## src/sv/lsrf_pkg.sv

```systemverilog
// Package for the limited-slope remap flux block: field widths, step codes,
// jump conditions and the control-word ROM of the sequencer.
// No dependencies; used by limited_slope_remap_flux and lsrf_checker.
package lsrf_pkg;

	localparam int DATA_W = 32;
	localparam int EPS_W  = 16;
	localparam int STEP_W = 3;

	// Sequencer steps
	localparam logic [STEP_W-1:0] ST_WAIT  = 3'd0;
	localparam logic [STEP_W-1:0] ST_DIFF  = 3'd1;
	localparam logic [STEP_W-1:0] ST_SLOPE = 3'd2;
	localparam logic [STEP_W-1:0] ST_MUL_K = 3'd3;
	localparam logic [STEP_W-1:0] ST_SUM   = 3'd4;
	localparam logic [STEP_W-1:0] ST_ROUND = 3'd5;
	localparam logic [STEP_W-1:0] ST_MUL_E = 3'd6;
	localparam logic [STEP_W-1:0] ST_EMIT  = 3'd7;

	// Jump conditions: jump to target when true, else hold the step
	localparam logic [1:0] COND_ALWAYS   = 2'd0;
	localparam logic [1:0] COND_EMIT_IN  = 2'd1;
	localparam logic [1:0] COND_OUT_FREE = 2'd2;

	localparam logic MUL_K_D2 = 1'b0;
	localparam logic MUL_E_B  = 1'b1;

	typedef struct packed {
		logic              ld_diff;
		logic              ld_slope;
		logic              mul_sel;
		logic              ld_prod;
		logic              ld_inner;
		logic              ld_b;
		logic              ld_out;
		logic [1:0]        cond;
		logic [STEP_W-1:0] target;
	} uword_t;

	function automatic uword_t ucode(input logic [STEP_W-1:0] step);
		uword_t w;
		w = '0;
		unique case (step)
			ST_WAIT: begin
				w.cond = COND_EMIT_IN;
				w.target = ST_DIFF;
			end
			ST_DIFF: begin
				w.ld_diff = 1'b1;
				w.target = ST_SLOPE;
			end
			ST_SLOPE: begin
				w.ld_slope = 1'b1;
				w.target = ST_MUL_K;
			end
			ST_MUL_K: begin
				w.mul_sel = MUL_K_D2;
				w.ld_prod = 1'b1;
				w.target = ST_SUM;
			end
			ST_SUM: begin
				w.ld_inner = 1'b1;
				w.target = ST_ROUND;
			end
			ST_ROUND: begin
				w.ld_b = 1'b1;
				w.target = ST_MUL_E;
			end
			ST_MUL_E: begin
				w.mul_sel = MUL_E_B;
				w.ld_prod = 1'b1;
				w.target = ST_EMIT;
			end
			ST_EMIT: begin
				w.ld_out = 1'b1;
				w.cond = COND_OUT_FREE;
				w.target = ST_WAIT;
			end
			default: w = '0;
		endcase
		return w;
	endfunction

endpackage

```

## src/sv/limited_slope_remap_flux.sv

```systemverilog
// Limited-slope remap flux: streaming window, MC-limited slope and upwind flux,
// run by a microcoded sequencer over one shared multiplier.
// Depends on lsrf_pkg.
//
// Usage: samples of a column arrive on the s_ channel (s_tdata = sample,
// s_tuser = column start, s_tlast = column end). The block keeps the last two
// samples; from the third sample of a column on, each item yields one flux on
// the m_ channel (m_tdata = flux, m_tlast = set on the column's last flux).
// Columns shorter than three samples give nothing. shift_fraction (Q1.15) is
// for the user to write through cfg_we/cfg_wdata only while the block is idle;
// the block does not enforce this. It resets to 0. An item that yields no flux
// leaves the sequencer in its wait step. An item that yields a flux walks the
// eight-step microprogram (diff, slope, two passes through the one multiplier,
// bracket sum and two rounds), and the input stays closed until the sequencer
// is back in its wait step. The result sits in an output register: the block
// takes and works on the next item while m_tready is low, and only the final
// step waits for the register to free up. Reset empties the window, clears the
// output valid flag and returns the sequencer to its wait step.
module limited_slope_remap_flux #(
	parameter int SAMPLE_WIDTH = 32
) (
	input  logic                           clk,
	input  logic                           arst_n,
	input  logic                           cfg_we,
	input  logic [lsrf_pkg::EPS_W-1:0]     cfg_wdata,  // shift_fraction
	input  logic                           s_tvalid,
	output logic                           s_tready,
	input  logic [lsrf_pkg::DATA_W-1:0]    s_tdata,    // [31:0] sample
	input  logic                           s_tuser,    // [0] column_start
	input  logic                           s_tlast,    // column_end
	output logic                           m_tvalid,
	input  logic                           m_tready,
	output logic [lsrf_pkg::DATA_W-1:0]    m_tdata,    // [31:0] flux_value
	output logic                           m_tlast     // is_last
);
	import lsrf_pkg::*;

	localparam int EW = (SAMPLE_WIDTH > DATA_W) ? DATA_W : SAMPLE_WIDTH;
	localparam int MA = EW + 3;   // multiplier wide operand: slope or bracket
	localparam int MB = EPS_W + 1;
	localparam int PW = MA + MB;  // product and bracket sum
	localparam int FW = PW - 15;  // flux before saturation
	localparam logic signed [FW-1:0] SAT_HI = {{(FW-EW+1){1'b0}}, {(EW-1){1'b1}}};
	localparam logic signed [FW-1:0] SAT_LO = {{(FW-EW+1){1'b1}}, {(EW-1){1'b0}}};

	logic [STEP_W-1:0]      step_q;
	uword_t                 uw;
	logic                   take;

	logic signed [EPS_W-1:0] eps_q;
	logic signed [EW-1:0]   older_q, middle_q, left_q;
	logic [1:0]             fill_q;
	logic                   last_q;

	logic                   in_acc;
	logic signed [EW-1:0]   in_s;
	logic [1:0]             fill_eff;
	logic                   emit;

	logic signed [EW:0]     dl_q, dr_q, dc_q;
	logic signed [MA-1:0]   d2_q, b_q;
	logic signed [PW-1:0]   prod_q, inner_q;

	logic                   out_valid_q;
	logic [DATA_W-1:0]      flux_q;
	logic                   out_last_q;

	// next-state logic
	logic                   eps_pos;
	logic signed [MB-1:0]   eps_ext, k_fac;
	logic [EW:0]            mag_l, mag_r, mag_c, lim;
	logic [MA-1:0]          lim4, half2, d2_mag;
	logic signed [MA-1:0]   d2_mag_s, d2_n;
	logic                   same_sign;
	logic signed [MA-1:0]   mul_a;
	logic signed [MB-1:0]   mul_b;
	logic signed [PW-1:0]   mul_p, u_sh, inner_n;
	logic [PW-1:0]          rnd_b, rnd_f;
	logic signed [FW-1:0]   f_full;
	logic signed [EW-1:0]   f_sat;

	assign uw = ucode(step_q);
	assign s_tready = (step_q == ST_WAIT);
	assign in_acc = s_tvalid && s_tready;
	assign in_s = s_tdata[EW-1:0];
	assign fill_eff = s_tuser ? 2'd0 : fill_q;
	assign emit = fill_eff[1];

	always_comb begin
		unique case (uw.cond)
			COND_ALWAYS:   take = 1'b1;
			COND_EMIT_IN:  take = in_acc && emit;
			COND_OUT_FREE: take = !out_valid_q || m_tready;
			default:       take = 1'b0;
		endcase
	end

	always_ff @(posedge clk or negedge arst_n) begin
		if (!arst_n) begin
			step_q <= ST_WAIT;
		end else if (take) begin
			step_q <= uw.target;
		end
	end

	always_ff @(posedge clk or negedge arst_n) begin
		if (!arst_n) begin
			eps_q <= '0;
		end else if (cfg_we) begin
			eps_q <= cfg_wdata;
		end
	end

	// Window: after an accept older_q holds the middle sample u and middle_q
	// the new sample c; left_q keeps a for the difference step.
	always_ff @(posedge clk or negedge arst_n) begin
		if (!arst_n) begin
			older_q <= '0;
			middle_q <= '0;
			fill_q <= '0;
		end else if (in_acc) begin
			older_q <= middle_q;
			middle_q <= in_s;
			if (s_tlast) begin
				fill_q <= '0;
			end else if (!fill_eff[1]) begin
				fill_q <= fill_eff + 2'd1;
			end else begin
				fill_q <= fill_eff;
			end
		end
	end

	always_ff @(posedge clk) begin
		if (in_acc) begin
			left_q <= older_q;
			last_q <= s_tlast;
		end
	end

	// Slope
	always_comb begin
		mag_l = dl_q[EW] ? (EW+1)'(-dl_q) : dl_q;
		mag_r = dr_q[EW] ? (EW+1)'(-dr_q) : dr_q;
		mag_c = dc_q[EW] ? (EW+1)'(-dc_q) : dc_q;
		lim = (mag_l < mag_r) ? mag_l : mag_r;
		lim4 = {lim, 2'b00};
		half2 = {2'b00, mag_c};
		same_sign = (!dl_q[EW] && dl_q != '0 && !dr_q[EW] && dr_q != '0)
			|| (dl_q[EW] && dr_q[EW]);
		d2_mag = !same_sign ? '0 : ((half2 < lim4) ? half2 : lim4);
		d2_mag_s = d2_mag;
		d2_n = dc_q[EW] ? -d2_mag_s : d2_mag_s;
	end

	// Shared multiplier: (1 -/+ eps) * slope, then eps * bracket
	always_comb begin
		eps_pos = !eps_q[EPS_W-1] && (eps_q != '0);
		eps_ext = MB'(eps_q);
		k_fac = eps_pos ? (MB'(32768) - eps_ext) : (MB'(32768) + eps_ext);
		mul_a = (uw.mul_sel == MUL_E_B) ? b_q : d2_q;
		mul_b = (uw.mul_sel == MUL_E_B) ? eps_ext : k_fac;
		mul_p = mul_a * mul_b;
		u_sh = PW'(older_q) <<< 17;
		inner_n = eps_pos ? (u_sh + prod_q) : (u_sh - prod_q);
	end

	// Round to nearest, ties away from zero: add half, less one when negative.
	always_comb begin
		rnd_b = inner_q + PW'(65536) - PW'(inner_q[PW-1]);
		rnd_f = prod_q + PW'(16384) - PW'(prod_q[PW-1]);
		f_full = rnd_f[PW-1:15];
		if (f_full > SAT_HI) begin
			f_sat = SAT_HI[EW-1:0];
		end else if (f_full < SAT_LO) begin
			f_sat = SAT_LO[EW-1:0];
		end else begin
			f_sat = f_full[EW-1:0];
		end
	end

	always_ff @(posedge clk) begin
		if (take && uw.ld_diff) begin
			dl_q <= (EW+1)'(older_q) - (EW+1)'(left_q);
			dr_q <= (EW+1)'(middle_q) - (EW+1)'(older_q);
			dc_q <= (EW+1)'(middle_q) - (EW+1)'(left_q);
		end
		if (take && uw.ld_slope) begin
			d2_q <= d2_n;
		end
		if (take && uw.ld_prod) begin
			prod_q <= mul_p;
		end
		if (take && uw.ld_inner) begin
			inner_q <= inner_n;
		end
		if (take && uw.ld_b) begin
			b_q <= rnd_b[PW-1:17];
		end
		if (take && uw.ld_out) begin
			flux_q <= DATA_W'(f_sat);
			out_last_q <= last_q;
		end
	end

	always_ff @(posedge clk or negedge arst_n) begin
		if (!arst_n) begin
			out_valid_q <= 1'b0;
		end else if (take && uw.ld_out) begin
			out_valid_q <= 1'b1;
		end else if (m_tready) begin
			out_valid_q <= 1'b0;
		end
	end

	assign m_tvalid = out_valid_q;
	assign m_tdata = flux_q;
	assign m_tlast = out_last_q;

endmodule

```

## config.mk

```make
export PLATFORM = sky130hd
export DESIGN_NAME = limited_slope_remap_flux
export DESIGN_NICKNAME = d
export VERILOG_FILES = /design/src/sv/lsrf_pkg.sv /design/src/sv/limited_slope_remap_flux.sv
export SDC_FILE = /design/constraint.sdc
export NUM_CORES = 2
export LEC_CHECK = 0
export BUFFER_PORTS_ARGS = -buffer_cell sky130_fd_sc_hd__clkbuf_2
export CAP_MARGIN = 5
export CORE_ASPECT_RATIO = 0.7
export CORE_UTILIZATION = 60
export CTS_BUF_LIST = sky130_fd_sc_hd__clkbuf_16
export CTS_CLUSTER_DIAMETER = 40
export CTS_CLUSTER_SIZE = 16
export DETAILED_ROUTE_END_ITERATION = 6
export PLACE_DENSITY = 0.77
export SYNTH_ARGS = -nofsm -noshare
export SYNTH_HDL_FRONTEND = slang
export SYNTH_SLANG_ARGS = --single-unit
```

## constraint.sdc

```tcl
create_clock -name clk -period 12.1 [get_ports clk]
set_clock_uncertainty 0.2 [all_clocks]
set_input_delay 1.815 -clock clk [delete_from_list [all_inputs] [get_ports clk]]
set_output_delay 1.815 -clock clk [all_outputs]
set_load 0.05 [all_outputs]
```

==> metrics.yaml <==
rsz0062_at_grt: "false"
multi_input_area_mm2: 0.0368
crit_path_max_fanout: 37
seq_area_mm2: 0.0123
diodes: 0
min_period_over_period_pct: 84.2
fmax_mhz: 98.2
final_nets: 6963
drc: 0
cts_sinks: 425
cts_max_path_buffers: 3
cts_htree_levels: 2
fin_crit_ns: 10.19
cp_common_cell: "fa_1"
fp.dieArea_mm2: 0.0893
cts-root-buf: "clkbuf_16"
vias_per_cell: 6.05
antenna_found_initial: 2
fill_cells: 7042
yosys_warnings: 0
ys_top_cells_by_area: "fa_1 (22%), edfxtp_1 (19%), ha_1 (11%)"
cp-end-kind: "flop"
synth_top_area_cell: "fa_1"
clk_pin_slew_ns: 0.06
synth-main-ff-cell: "edfxtp_1"
dpl.hpwl_um: 121000
worst_pin_slew_ns: 1.36
cts_tree: "done"
critPathSlowestCell: "inv_2"
grt_first_pass_wirelength_um: 234000
critPathMaxStageDelay_ns: 0.59
first_pass_iters: 7
drive_above_1_share_pct: 5.94
cap_violations: 0
fin_util_pct: 65.4
cp.arrival_ns: 10.37
synthArstFlopShare_pct: 20.2
grt_remaining_overflow: 0
syn_inst: 5856
io_buffers: 89
core_mm2: 0.0867
synth_common_cells: "inv_1 (849), nand2_1 (775), fa_1 (570)"
setup_viol: 0
finalHoldViolCount: 0
rows: 90
post-synth-top-count-cell: "inv_1"
gp_congestion: 1.03
first_iter_violations: 5210
rrSetupSlack_ns: 1.91
synth_edf_count: 339
maxSlewHeadroom_pct: 8.33
cp.required_ns: 12.29
area_growth_pct: 7.28
critical_path_buf_inv_count: 6
synth_area_mm2: 0.0528
synth_top_area_share_pct: 21.6
hold_class: "flop to flop"
syn_area_per_cell_um2: 9.02
die_w_um: 357
track_usage_pct: 33.6
wl_um: 149000
critical_path_class: "flop to flop"
synth-seq-cells: 425
crit_family: "adder cells"
ys_types: 88
cts-hold-fix-buffers: 0
setup_tns_ns: 0
clk_latency_ns: 0.65
start_util_pct: 60.9
grt_max_degree: 82
ctsResizeCount: 0
num_io_pins: 90
wl_per_cell_um: 21.0
synth_nets: 6949
drv_slew: 0
postCtsSetupBuffers: 0
chipHeight_um: 250
seq_area_frac_synth_pct: 23.3
startpoint_type: "flop"
cts_made_buffers: 61
grt_pass1_vias: 41100
status: "completed"
ant_nets: 0
routed-via-count: 42800
[cells in the final DEF (no fill, tap or decap), types with 52 or more instances in the layout]
| master | instances |
|---|---|
| clkbuf_16 | 61 |
| edfxtp_1 | 339 |
| nand2_1 | 775 |
| inv_1 | 850 |
| ha_1 | 468 |
| nor2_1 | 487 |
| clkbuf_2 | 88 |
| nor3_1 | 76 |
| mux2i_1 | 58 |
| a21oi_1 | 252 |
| nor2b_1 | 57 |
| nand2b_1 | 67 |
| a21o_1 | 128 |
| dfrtp_1 | 86 |
| or3_1 | 52 |
| buf_4 | 56 |
| xnor2_1 | 272 |
| fa_1 | 570 |
| o21ai_0 | 279 |
| xor2_1 | 106 |
| nand3_1 | 71 |
[registers in the layout, indices dropped and copies added, names as in the netlist, 33 cells and up]
signal and flops:
prod_q 52, dr_q 33, b_q 35, d2_q 35
inner_q 52, dc_q 33, dl_q 33
[kinds of logic (layout without fill, tap and decap cells)]
family          after synthesis  count (layout)  share of synthesized area, %
buf+inv                    1045            1111                          7.47
flops                       425             425                          23.3
compound gates             1086            1086                          13.3
fa+ha+maj                  1038            1038                          32.7
simple gates               1784            1784                          15.0
xor+xnor                    392             392                          6.50
mux                          86              86                          1.71
[cell type report]
class	instances	share of cell area, %
inverter	852	5.65
sequential	425	21.8
tap	1150	2.54
multi-input combinational	4386	64.8
clock inverter	54	1.02
clock buffer	61	2.69
timing repair buffer	144	1.52
[routing by layer]
layer	vias up	global-route usage [%]	routed length, µm
li1	19600	-	-
met2	2217	47.7	61800
met4	2	8.01	3900
met5	-	0	20
met3	221	9.68	18200
met1	20700	50.3	64900
[worst reg2reg max path: cells and delay by family, from the launching register on]
family	cells	cell delay, ns
DFF	1	0.40
buffers and inverters	6	1.48
AOI/OAI and AO/OA	12	2.75
xor gates and xnor gates	2	0.24
and+or+nand+nor	4	1.14
adders and majority gates	8	3.71
[through the flow]
| step | area, µm² | cells | hold slack (ns) | worst slack [ns] |
|---|---|---|---|---|
| after floorplan | 52800 | 5856 | 0.200 | 2.50 |
| after global placement | 54600 | 6957 | 0.201 | 2.29 |
| after detailed placement | 54600 | 6957 | 0.209 | 2.10 |
| after CTS | 56700 | 7072 | 0.226 | 2.04 |
| after global routing | 56700 | 7072 | 0.240 | 1.36 |
| final | 56700 | 7072 | 0.226 | 1.91 |
[final timing paths]
kind / startpoint / endpoint / cells past startpoint
setup / recovery: eps_q[0]$_DFFE_PN0P_ / prod_q[44]$_DFFE_PP_ / 32
hold / removal: last_q$_DFFE_PP_ / m_tlast$_DFFE_PP_ / 0
setup reg to reg: eps_q[0]$_DFFE_PN0P_ / prod_q[44]$_DFFE_PP_ / 32
hold reg to reg: last_q$_DFFE_PP_ / m_tlast$_DFFE_PP_ / 0
max in group asynchronous: arst_n / eps_q[11]$_DFFE_PN0P_ / 2
min in group asynchronous: arst_n / middle_q[31]$_DFFE_PN0P_ / 1
Power is left out: the tool's default activity adds up to more than one toggle a clock period on the data nets, which glitch-free logic cannot reach.
